[src/rtl/irpw_pkg.sv]
package irpw_pkg;

    // Configuration register indexes
    localparam logic [2:0] REG_SHORT_MARK   = 3'd0;
    localparam logic [2:0] REG_LONG_MARK    = 3'd1;
    localparam logic [2:0] REG_SPACE        = 3'd2;
    localparam logic [2:0] REG_CARRIER_HALF = 3'd3;
    localparam logic [2:0] REG_CARRIER_EN   = 3'd4;

    // Reset values: 100 us / 500 us at a 9.6 MHz tick, carrier compare 126 + 1
    localparam logic [15:0] RST_SHORT_MARK   = 16'd960;
    localparam logic [15:0] RST_LONG_MARK    = 16'd4800;
    localparam logic [15:0] RST_SPACE        = 16'd4800;
    localparam logic [8:0]  RST_CARRIER_HALF = 9'd127;
    localparam logic        RST_CARRIER_EN   = 1'b1;

    // Input request codes
    localparam logic REQ_TICK = 1'b0;
    localparam logic REQ_SEND = 1'b1;

    typedef struct packed {
        logic [15:0] short_mark_ticks;
        logic [15:0] long_mark_ticks;
        logic [15:0] space_ticks;
        logic [8:0]  carrier_half_period;
        logic        carrier_enable;
    } t_cfg;

    typedef struct packed {
        logic tx_level;
        logic busy;
        logic done;
    } t_result;

    // A length of zero counts as one
    function automatic logic [15:0] f_min1_len(input logic [15:0] v);
        f_min1_len = (v == 16'd0) ? 16'd1 : v;
    endfunction

    function automatic logic [8:0] f_min1_half(input logic [8:0] v);
        f_min1_half = (v == 9'd0) ? 9'd1 : v;
    endfunction

endpackage

[src/rtl/ir_pulse_width_transmitter_core.sv]
// Pulse-width IR transmitter core.
// Input channel (i_valid / o_stall): each item is either one tick of the
// timing base (i_req_type = 0) or a request to send i_code_byte
// (i_req_type = 1). A send request while busy is ignored. Every item gives
// exactly one result on the output channel (o_valid / i_stall): the pin
// level after the item, the busy flag and a done pulse on the tick that
// ends the last space.
// The result is registered: it appears in the output register in the cycle
// after its item is taken. One item per cycle is taken while o_stall is low;
// the next state is formed in one pass of logic from the state registers.
// Stall: while the output register holds a result and the receiver stalls,
// o_stall is raised and no item is taken, so no tick is lost.
// Configuration (i_cfg_valid / o_cfg_ready, always ready) writes the five
// timing registers; write it only while no item is in flight. New lengths
// take effect when the next mark or space begins.
// Reset (synchronous, i_rst_n low) returns the engine to idle, the
// output register empty and the timing registers at their defaults.
module ir_pulse_width_transmitter_core
    import irpw_pkg::*;
#(
    parameter int BITS_PER_CODE = 8
) (
    input  logic        i_clk,
    input  logic        i_rst_n,
    // item input
    input  logic        i_valid,
    output logic        o_stall,
    input  logic        i_req_type,
    input  logic [7:0]  i_code_byte,
    // result output
    output logic        o_valid,
    input  logic        i_stall,
    output logic        o_tx_level,
    output logic        o_busy_res,
    output logic        o_done_res,
    // configuration
    input  logic        i_cfg_valid,
    output logic        o_cfg_ready,
    input  logic [2:0]  i_cfg_index,
    input  logic [15:0] i_cfg_data
);

    t_cfg    cfg;
    t_result result;
    t_result r_out;
    logic    r_out_valid;
    logic    n_out_valid;
    logic    accept;

    assign o_stall = r_out_valid && i_stall;
    assign accept  = i_valid && !o_stall;

    irpw_cfg_regs u_cfg (
        .i_clk       (i_clk),
        .i_rst_n     (i_rst_n),
        .i_cfg_valid (i_cfg_valid),
        .i_cfg_index (i_cfg_index),
        .i_cfg_data  (i_cfg_data),
        .o_cfg_ready (o_cfg_ready),
        .o_cfg       (cfg)
    );

    irpw_symbol_engine #(
        .BITS_PER_CODE (BITS_PER_CODE)
    ) u_engine (
        .i_clk       (i_clk),
        .i_rst_n     (i_rst_n),
        .i_accept    (accept),
        .i_req_type  (i_req_type),
        .i_code_byte (i_code_byte),
        .i_cfg       (cfg),
        .o_result    (result)
    );

    // Output register: refilled on every taken item, emptied when read
    always_comb begin
        if (accept) begin
            n_out_valid = 1'b1;
        end else if (!i_stall) begin
            n_out_valid = 1'b0;
        end else begin
            n_out_valid = r_out_valid;
        end
    end

    always_ff @(posedge i_clk) begin
        if (!i_rst_n) begin
            r_out_valid <= 1'b0;
        end else begin
            r_out_valid <= n_out_valid;
        end
    end

    always_ff @(posedge i_clk) begin
        if (accept) begin
            r_out <= result;
        end
    end

    assign o_valid    = r_out_valid;
    assign o_tx_level = r_out.tx_level;
    assign o_busy_res = r_out.busy;
    assign o_done_res = r_out.done;

    // Every taken item shows up as a result in the next cycle
    a_item_to_result: assert property (@(posedge i_clk) disable iff (!i_rst_n)
        accept |=> r_out_valid)
        else $error("taken item produced no result");

    // Done is never reported together with busy
    a_done_not_busy: assert property (@(posedge i_clk) disable iff (!i_rst_n)
        r_out_valid && r_out.done |-> !r_out.busy && !r_out.tx_level)
        else $error("done reported while still sending");

endmodule

[src/rtl/irpw_cfg_regs.sv]
module irpw_cfg_regs
    import irpw_pkg::*;
(
    input  logic        i_clk,
    input  logic        i_rst_n,
    input  logic        i_cfg_valid,
    input  logic [2:0]  i_cfg_index,
    input  logic [15:0] i_cfg_data,
    output logic        o_cfg_ready,
    output t_cfg        o_cfg
);

    t_cfg r_cfg;
    t_cfg n_cfg;

    // Register decode; unknown indexes are dropped
    always_comb begin
        n_cfg = r_cfg;
        if (i_cfg_valid) begin
            unique case (i_cfg_index)
                REG_SHORT_MARK:   n_cfg.short_mark_ticks    = i_cfg_data;
                REG_LONG_MARK:    n_cfg.long_mark_ticks     = i_cfg_data;
                REG_SPACE:        n_cfg.space_ticks         = i_cfg_data;
                REG_CARRIER_HALF: n_cfg.carrier_half_period = i_cfg_data[8:0];
                REG_CARRIER_EN:   n_cfg.carrier_enable      = i_cfg_data[0];
                default:          n_cfg = r_cfg;
            endcase
        end
    end

    always_ff @(posedge i_clk) begin
        if (!i_rst_n) begin
            r_cfg.short_mark_ticks    <= RST_SHORT_MARK;
            r_cfg.long_mark_ticks     <= RST_LONG_MARK;
            r_cfg.space_ticks         <= RST_SPACE;
            r_cfg.carrier_half_period <= RST_CARRIER_HALF;
            r_cfg.carrier_enable      <= RST_CARRIER_EN;
        end else begin
            r_cfg <= n_cfg;
        end
    end

    assign o_cfg_ready = 1'b1;
    assign o_cfg       = r_cfg;

endmodule

[src/rtl/irpw_symbol_engine.sv]
module irpw_symbol_engine
    import irpw_pkg::*;
#(
    parameter int BITS_PER_CODE = 8
) (
    input  logic       i_clk,
    input  logic       i_rst_n,
    input  logic       i_accept,
    input  logic       i_req_type,
    input  logic [7:0] i_code_byte,
    input  t_cfg       i_cfg,
    output t_result    o_result
);

    localparam int IDX_W = (BITS_PER_CODE > 1) ? $clog2(BITS_PER_CODE) : 1;
    localparam logic [IDX_W-1:0] LAST_IDX = IDX_W'(BITS_PER_CODE - 1);

    typedef enum logic [1:0] {
        PH_IDLE  = 2'd0,
        PH_MARK  = 2'd1,
        PH_SPACE = 2'd2
    } t_phase;

    t_phase                   r_phase,     n_phase;
    logic [BITS_PER_CODE-1:0] r_shift,     n_shift;
    logic [IDX_W-1:0]         r_bit_idx,   n_bit_idx;
    logic [15:0]              r_duration,  n_duration;
    logic [8:0]               r_car_cnt,   n_car_cnt;
    logic                     r_car_level, n_car_level;
    logic                     n_done;
    logic [8:0]               car_inc;

    assign car_inc = r_car_cnt + 9'd1;

    // Next state for one item: a send request or one tick
    always_comb begin
        n_phase     = r_phase;
        n_shift     = r_shift;
        n_bit_idx   = r_bit_idx;
        n_duration  = r_duration;
        n_car_cnt   = r_car_cnt;
        n_car_level = r_car_level;
        n_done      = 1'b0;
        if (i_req_type == REQ_SEND) begin
            // ignored while busy
            if (r_phase == PH_IDLE) begin
                n_shift     = BITS_PER_CODE'(i_code_byte);
                n_bit_idx   = '0;
                n_phase     = PH_MARK;
                n_duration  = f_min1_len(i_code_byte[0] ? i_cfg.long_mark_ticks
                                                        : i_cfg.short_mark_ticks);
                n_car_cnt   = '0;
                n_car_level = 1'b0;
            end
        end else begin
            unique case (r_phase)
                PH_IDLE: ;
                PH_MARK: begin
                    if (car_inc >= f_min1_half(i_cfg.carrier_half_period)) begin
                        n_car_cnt   = '0;
                        n_car_level = ~r_car_level;
                    end else begin
                        n_car_cnt = car_inc;
                    end
                    if (r_duration <= 16'd1) begin
                        n_phase     = PH_SPACE;
                        n_duration  = f_min1_len(i_cfg.space_ticks);
                        n_car_cnt   = '0;
                        n_car_level = 1'b0;
                    end else begin
                        n_duration = r_duration - 16'd1;
                    end
                end
                PH_SPACE: begin
                    if (r_duration <= 16'd1) begin
                        if (r_bit_idx == LAST_IDX) begin
                            n_phase    = PH_IDLE;
                            n_duration = '0;
                            n_bit_idx  = '0;
                            n_shift    = '0;
                            n_done     = 1'b1;
                        end else begin
                            n_bit_idx   = r_bit_idx + IDX_W'(1);
                            n_shift     = r_shift >> 1;
                            n_phase     = PH_MARK;
                            n_duration  = f_min1_len(r_shift[1 % BITS_PER_CODE]
                                                     ? i_cfg.long_mark_ticks
                                                     : i_cfg.short_mark_ticks);
                            n_car_cnt   = '0;
                            n_car_level = 1'b0;
                        end
                    end else begin
                        n_duration = r_duration - 16'd1;
                    end
                end
                default: n_phase = PH_IDLE;
            endcase
        end
    end

    // Result reflects the state after this item; carrier enable is taken live
    always_comb begin
        o_result.tx_level = (n_phase == PH_MARK) &&
                            (i_cfg.carrier_enable ? n_car_level : 1'b1);
        o_result.busy     = (n_phase != PH_IDLE);
        o_result.done     = n_done;
    end

    always_ff @(posedge i_clk) begin
        if (!i_rst_n) begin
            r_phase     <= PH_IDLE;
            r_shift     <= '0;
            r_bit_idx   <= '0;
            r_duration  <= '0;
            r_car_cnt   <= '0;
            r_car_level <= 1'b0;
        end else if (i_accept) begin
            r_phase     <= n_phase;
            r_shift     <= n_shift;
            r_bit_idx   <= n_bit_idx;
            r_duration  <= n_duration;
            r_car_cnt   <= n_car_cnt;
            r_car_level <= n_car_level;
        end
    end

    // A send request while idle always starts a mark
    a_send_starts_mark: assert property (@(posedge i_clk) disable iff (!i_rst_n)
        i_accept && (i_req_type == REQ_SEND) && (r_phase == PH_IDLE)
        |=> r_phase == PH_MARK)
        else $error("send request did not start a mark");

    // Idle leaves no ticks pending
    a_idle_no_count: assert property (@(posedge i_clk) disable iff (!i_rst_n)
        r_phase == PH_IDLE |-> r_duration == 16'd0)
        else $error("duration counter not clear while idle");

    // Carrier only runs inside a mark
    a_carrier_in_mark: assert property (@(posedge i_clk) disable iff (!i_rst_n)
        r_phase != PH_MARK |-> !r_car_level && (r_car_cnt == 9'd0))
        else $error("carrier active outside a mark");

    // Done ends the code and leaves the block idle
    a_done_idle: assert property (@(posedge i_clk) disable iff (!i_rst_n)
        i_accept && o_result.done |=> r_phase == PH_IDLE && r_bit_idx == '0)
        else $error("done without returning to idle");

endmodule

[config.mk]
export PLATFORM = sky130hd
export DESIGN_NAME = ir_pulse_width_transmitter_core
export DESIGN_NICKNAME = d
export VERILOG_FILES = /design/src/rtl/irpw_pkg.sv /design/src/rtl/ir_pulse_width_transmitter_core.sv /design/src/rtl/irpw_cfg_regs.sv /design/src/rtl/irpw_symbol_engine.sv
export SDC_FILE = /design/constraint.sdc
export NUM_CORES = 1
export LEC_CHECK = 0
export ABC_AREA = 1
export BUFFER_PORTS_ARGS = -buffer_cell sky130_fd_sc_hd__buf_2
export CAP_MARGIN = 20
export CORE_UTILIZATION = 65
export CTS_CLUSTER_DIAMETER = 80
export DETAILED_ROUTE_END_ITERATION = 7
export PLACE_DENSITY = 0.93
export SLEW_MARGIN = 20
export SYNTH_ARGS = -nofsm -noshare
export SYNTH_HDL_FRONTEND = slang
export SYNTH_SLANG_ARGS = --single-unit
export TNS_END_PERCENT = 50
[constraint.sdc]
create_clock -name i_clk -period 5.75 [get_ports i_clk]
set_input_delay 1.15 -clock i_clk [delete_from_list [all_inputs] [get_ports i_clk]]
set_output_delay 1.15 -clock i_clk [all_outputs]
set_load 0.05 [all_outputs]
### Word-level counts from Yosys, hierarchy flattened

Cells that the tools add are included.

| storage, ports and cells | value |
|---|---|
| register bits | 101 |
| word-level logic and storage cells | 104 |

| operators by class | value |
|---|---|
| add/subtract/negate cells | 3 |
| magnitude comparators | 2 |
| equality and inequality tests | 12 |
| muxes and demuxes | 46 |
| bitwise logic cells | 3 |
| reductions and logical operators | 23 |

Operator list:

| cell | number |
|---|---|
| two-way mux 16 bit | 10 |
| two-way mux 9 bit | 7 |
| zero test 16 bit | 3 |
| two-way mux 8 bit | 4 |
| one-hot mux 16 bit (2 select lines) | 1 |
| one-hot mux 9 bit (2 select lines) | 1 |
| less-or-equal comparator 16 x 1 -> 1 bit, second input constant | 1 |
| subtractor 16 x 1 -> 16 bit, second input constant | 1 |
| two-way mux 3 bit | 5 |
| two-way mux 1 bit | 11 |
| AND reduction 2 bit | 5 |
| adder 9 x 1 -> 9 bit, second input constant | 1 |
| greater-or-equal comparator 9 bit | 1 |
| zero test 9 bit | 1 |
| two-way mux 2 bit | 4 |
| two-way mux 7 bit | 1 |
| equality test 3 x 2 -> 1 bit, second input constant | 2 |
| equality test 3 bit, second input constant | 2 |
| one-hot mux 2 bit (3 select lines) | 1 |
| nonzero test 2 bit | 3 |
| AND reduction 5 bit | 1 |
| equality test 2 x 1 -> 1 bit, second input constant | 2 |
| != test 2 x 1 -> 1 bit, second input constant | 2 |
| AND reduction 4 bit | 1 |
| 14 further kinds | 18 |

### Logic depth before layout (Yosys ltp)

| logic depth | value |
|---|---|
| depth after elaboration | 9 |
| depth in mapped cells | 18 |
| depth with buffers taken out | 18 |

### Hierarchy

A second synthesis with hierarchy kept.

| unflattened totals | value |
|---|---|
| cell total of the unflattened synthesis | 981 |
| area total of the unflattened synthesis | 6251.0 sq um |

Modules (own cells, without submodules):

| module | times used | cells each | area an instance (sq um) |
|---|---|---|---|
| irpw_symbol_engine | 1 | 646 | 3732.3 |
| irpw_cfg_regs | 1 | 325 | 2376.0 |
| ir_pulse_width_transmitter_core | 1 | 10 | 142.6 |

### Worst setup path before layout

Ideal clock, no wire load.

| timing | value |
|---|---|
| path type | input port to output port |
| start point | in i_stall |
| end point | out o_stall |
| data arrival time | 1.460 ns |
| required time | 4.600 ns |
| path slack | 3.140 ns |
| stages on the path | 2 |
| path buffers | 0 |
| path through | nand2_1 inv_2 |

| on the way | value |
|---|---|
| cells in the longest elaborated chain, start to end | 1 |

RTL lines:

| item | RTL line | text |
|---|---|---|
| start, declared | ir_pulse_width_transmitter_core.sv:32 | `input logic i_stall,` |
| logical AND 1 bit | ir_pulse_width_transmitter_core.sv:50 | `assign o_stall = r_out_valid && i_stall;` |
| end, declared | ir_pulse_width_transmitter_core.sv:27 | `output logic o_stall,` |

Every way passes these cells.

### Final worst setup path

| timing | value |
|---|---|
| start point | in i_req_type |
| end point | reg u_engine.r_car_cnt[1] |

| on the way | value |
|---|---|
| cells in the longest elaborated chain, start to end | 2 |

RTL lines:

| item | RTL line | text |
|---|---|---|
| start, declared | ir_pulse_width_transmitter_core.sv:28 | `input logic i_req_type,` |
| != test 3 x 2 -> 1 bit (no line), or another cell as far along | - |  |
| AND reduction 5 bit (no line) | - |  |
| end signal, assigned | irpw_symbol_engine.sv:122 | `r_car_cnt <= n_car_cnt;` |
| end, declared | irpw_symbol_engine.sv:28 | `logic [8:0] r_car_cnt, n_car_cnt;` |

Parallel ways exist; a longest one is shown, timed or not.
A chain may end at the register's enable or synchronous reset.

==> reports/qor.txt <==
Number of nets still failing antenna checks after routing: 0
Syn nets: 927
CP arrival: 4040 ps
Area added between synthesis and finish: 6.01%
CTS HTree Levels: 3
Result of the run: completed
Routed wire length per instance: 14.5 µm
Endpoint kind of the worst setup timing path: flop
Final Hold Fails: 0
Starting DRC count in detailed routing: 625
TritonRoute pass-1 iters: 5
Post-synthesis instance area: 0.00583 mm²
Buffer count from post-CTS setup fixing: 0
Final core utilization: 0.709
Switching Power: 0.000559 W
Number of buffers on the longest clock path: 2
Placed Area: 0.00600 mm²
Worst hold path type: flop to flop
Num CTS Buffers: 9
Relative slew slack: 0.402
CP max FO: 31
Initial core utilization: 0.669
Critical Path RT: 5980 ps
Vias in the first global route: 5202
Area of the core: 0.00872 mm²
Wire length of the first global-routing pass: 24.4 mm
DRC violations left: 0
Antenna violations before repair: 0
Least-Margin Pin Slew: 896 ps
Top cell type's share of synthesized area: 0.333
Nets@finish: 944
Hold Slack: 474 ps
Number of antenna repair diodes: 0
Flop and latch count out of synthesis: 100
Synthesized instance count: 875
Clock network power share: 0.276
Leading area contributor after synthesis: dfxtp_1
Sequential cell area: 0.00203 mm²
Ports: 39
Amount of wire on met2 after detailed routing: 6.54 mm
Max Cap Violations: 0
Portion of the post-synthesis area used by sequential elements: 0.348
Highest routed layer: met4
HPWL Detailed: 10.5 mm
Finished Layout Cells: 1005
Number of instances in the placed design: 989
Area taken by multi-input logic gates: 0.00329 mm²
Internal portion of total power: 0.00102 W
Die W: 96.7 µm
Hold-fix buffers at CTS: 0
Largest clock skew in the final design: 10.5 ps
Root buf cell: clkbuf_8
Total Negative Setup Slacks: 0 ps
Fill cell instance count of the final layout: 699
Leakage component of the power: 2.91 nW
Clock slew at the register clock pins of the worst setup and hold paths: 100 ps
Worst-Skew Late Latency: 380 ps
Final Slew Violations: 0
CP startpoint kind: primary input
Maximum number of pins on one net before global-route repair: 77
Wire length on met1: 6.32 mm
Overall die height: 96.7 µm
YS warnings: 0
Final clock period utilization by the worst path: 0.662
Part of the power in registers: 0.483
Minimum clock period after layout: 3810 ps
Number of synthesized flops with an enable pin: 3
Detailed-route vias per instance: 5.81
Count of different cell masters after synthesis: 46
Final std cell area, no fill: 0.00618 mm²
Layout cell share with drive strength beyond 1: 0.106
Worst setup path class: primary input to flop
Avg Synthesized Cell Area: 6.66 µm²
Weighted congestion reported at the end of routability-driven placement: 0.932
Final setup viols: 0
DR vias: 5844
Sw frac: 0.354
Routed wl met3: 1.46 mm
GR Util All Layers: 0.315
Async S/R FF share, synth: 0
Post-CTS Resized: 0
Peak clock frequency supported by timing: 0.263 GHz
CTS tree: done
Synth top area cells: dfxtp_1, nand2_1, nor2_1, o21ai_0, a21oi_1
RSZ-0062 raised after global routing: false
Final wirelength: 14.6 mm
Dominant register cell in the synthesized netlist: dfxtp_1
Fraction of power consumed by combinational cells: 0.241
Full die area: 0.00935 mm²
Power per cell area: 256 mW/mm²
Global route total overflow: 0
Total number of clock tree sinks: 100
IR drop worst, VDD: 0.172 mV
Number of I/O port buffers: 37
Site row count: 34
-- cells in the final DEF (no fill, tap or decap), drive strengths merged, types with 6 or more instances in the layout --
master  Yosys  routed
nor3        6       6
nand3      60      60
dfxtp      97      97
nor2      132     132
a22oi       7       7
nand2     205     205
xor2       15      15
clkbuf     20       9
a21oi      85      85
nand4       7       7
buf        15      41
inv        85      88
o21ai      95      95
ha         19      19
-- flip-flops by register name, summed over array words and instances, names as in the netlist --
| register | cells |
|---|---|
| u_engine.r_car_cnt | 9 |
| u_engine.r_shift | 7 |
| o_tx_level | 1 |
| u_engine.r_phase | 2 |
| o_valid | 1 |
| u_engine.r_duration | 16 |
| u_engine.r_bit_idx | 3 |
| o_done_res | 1 |
| o_busy_res | 1 |
| u_engine.r_car_level | 1 |
| u_cfg.o_cfg | 58 |
-- metal layers --
metal  GRT usage  vias up
met1       0.441     2636
li1            -     2881
met3      0.0535       29
met5           0        -
met4       0.104        0
met2       0.495      298
-- Yosys cell counts (2+ instances only) --
cell / count
a21oi_1: 81
a21oi_2: 4
a22oi_1: 7
a31o_2: 2
buf_2: 6
buf_4: 6
clkbuf_1: 19
clkinv_1: 2
dfxtp_1: 97
edfxtp_1: 3
ha_1: 19
inv_1: 81
inv_2: 4
nand2_1: 199
nand2_2: 3
nand2_4: 3
nand3_1: 57
nand3_2: 2
nand3b_1: 2
nand4_1: 7
nor2_1: 121
nor2_2: 4
nor2_4: 6
nor3_1: 4
nor4_1: 3
o211ai_1: 5
o21ai_0: 86
o21ai_1: 6
o21ai_2: 3
xnor2_1: 3
xor2_1: 15
-- per-stage QoR --
step / power [W] / setup slack (ps)
after floorplan: 0.00106 / 3140
after global placement: 0.00114 / 1710
after detailed placement: 0.00115 / 1640
after CTS: 0.00157 / 2030
after global routing: 0.00165 / 1640
final: 0.00158 / 1940
-- final timing paths --
path / start / to / slack (ps) / cells past startpoint
worst min register to register: u_cfg.o_cfg[57] / u_cfg.o_cfg[57] / 470 / 2
worst max register to register: u_engine.r_phase[0] / u_engine.r_car_cnt[1] / 2770 / 9
worst max-delay path: i_req_type / u_engine.r_car_cnt[1] / 1940 / 9
worst min-delay path: u_cfg.o_cfg[57] / u_cfg.o_cfg[57] / 470 / 2
-- critical path, cell delays in order --
cell and delay (ps):
buf_2 220, inv_1 700, nor2_1 240, nor2_4 220, o21ai_2 220, a21oi_1 720
inv_1 340, nand2_1 130, a21oi_1 80
-- logic make-up (layout without fill, tap and decap cells) --
group | count (synthesis) | after routing | synth area share
AND/OR/NAND/NOR | 417 | 417 | 0.314
other | 1 | 1 | 0.000643
AO/OA/AOI/OAI | 196 | 196 | 0.180
multiplexers | 1 | 1 | 0.00172
flip-flops | 100 | 100 | 0.348
buffers and inverters | 123 | 145 | 0.0880
adder cells (fa/ha/maj) | 19 | 19 | 0.0408
XOR/XNOR | 18 | 18 | 0.0270
-- power by group through the flow --
stage	clock network, W	registers, W	logic (W)
finish	0.000436	0.000763	0.000381
global route	0.000459	0.000768	0.000424
CTS	0.000434	0.000762	0.000374
detailed placement	0	0.000778	0.000371
global placement	0	0.000777	0.000365
floorplan	0	0.000778	0.000284
-- final cells by class --
class / count / area share
multi-input cells: 652 / 0.532
flip-flops and latches: 100 / 0.329
inverters: 88 / 0.0536
repair buffers: 41 / 0.0348
well taps: 108 / 0.0219
clock buffers: 9 / 0.0200
clock inverters: 7 / 0.00931
Note: power is estimated with default switching activity, not from simulation.
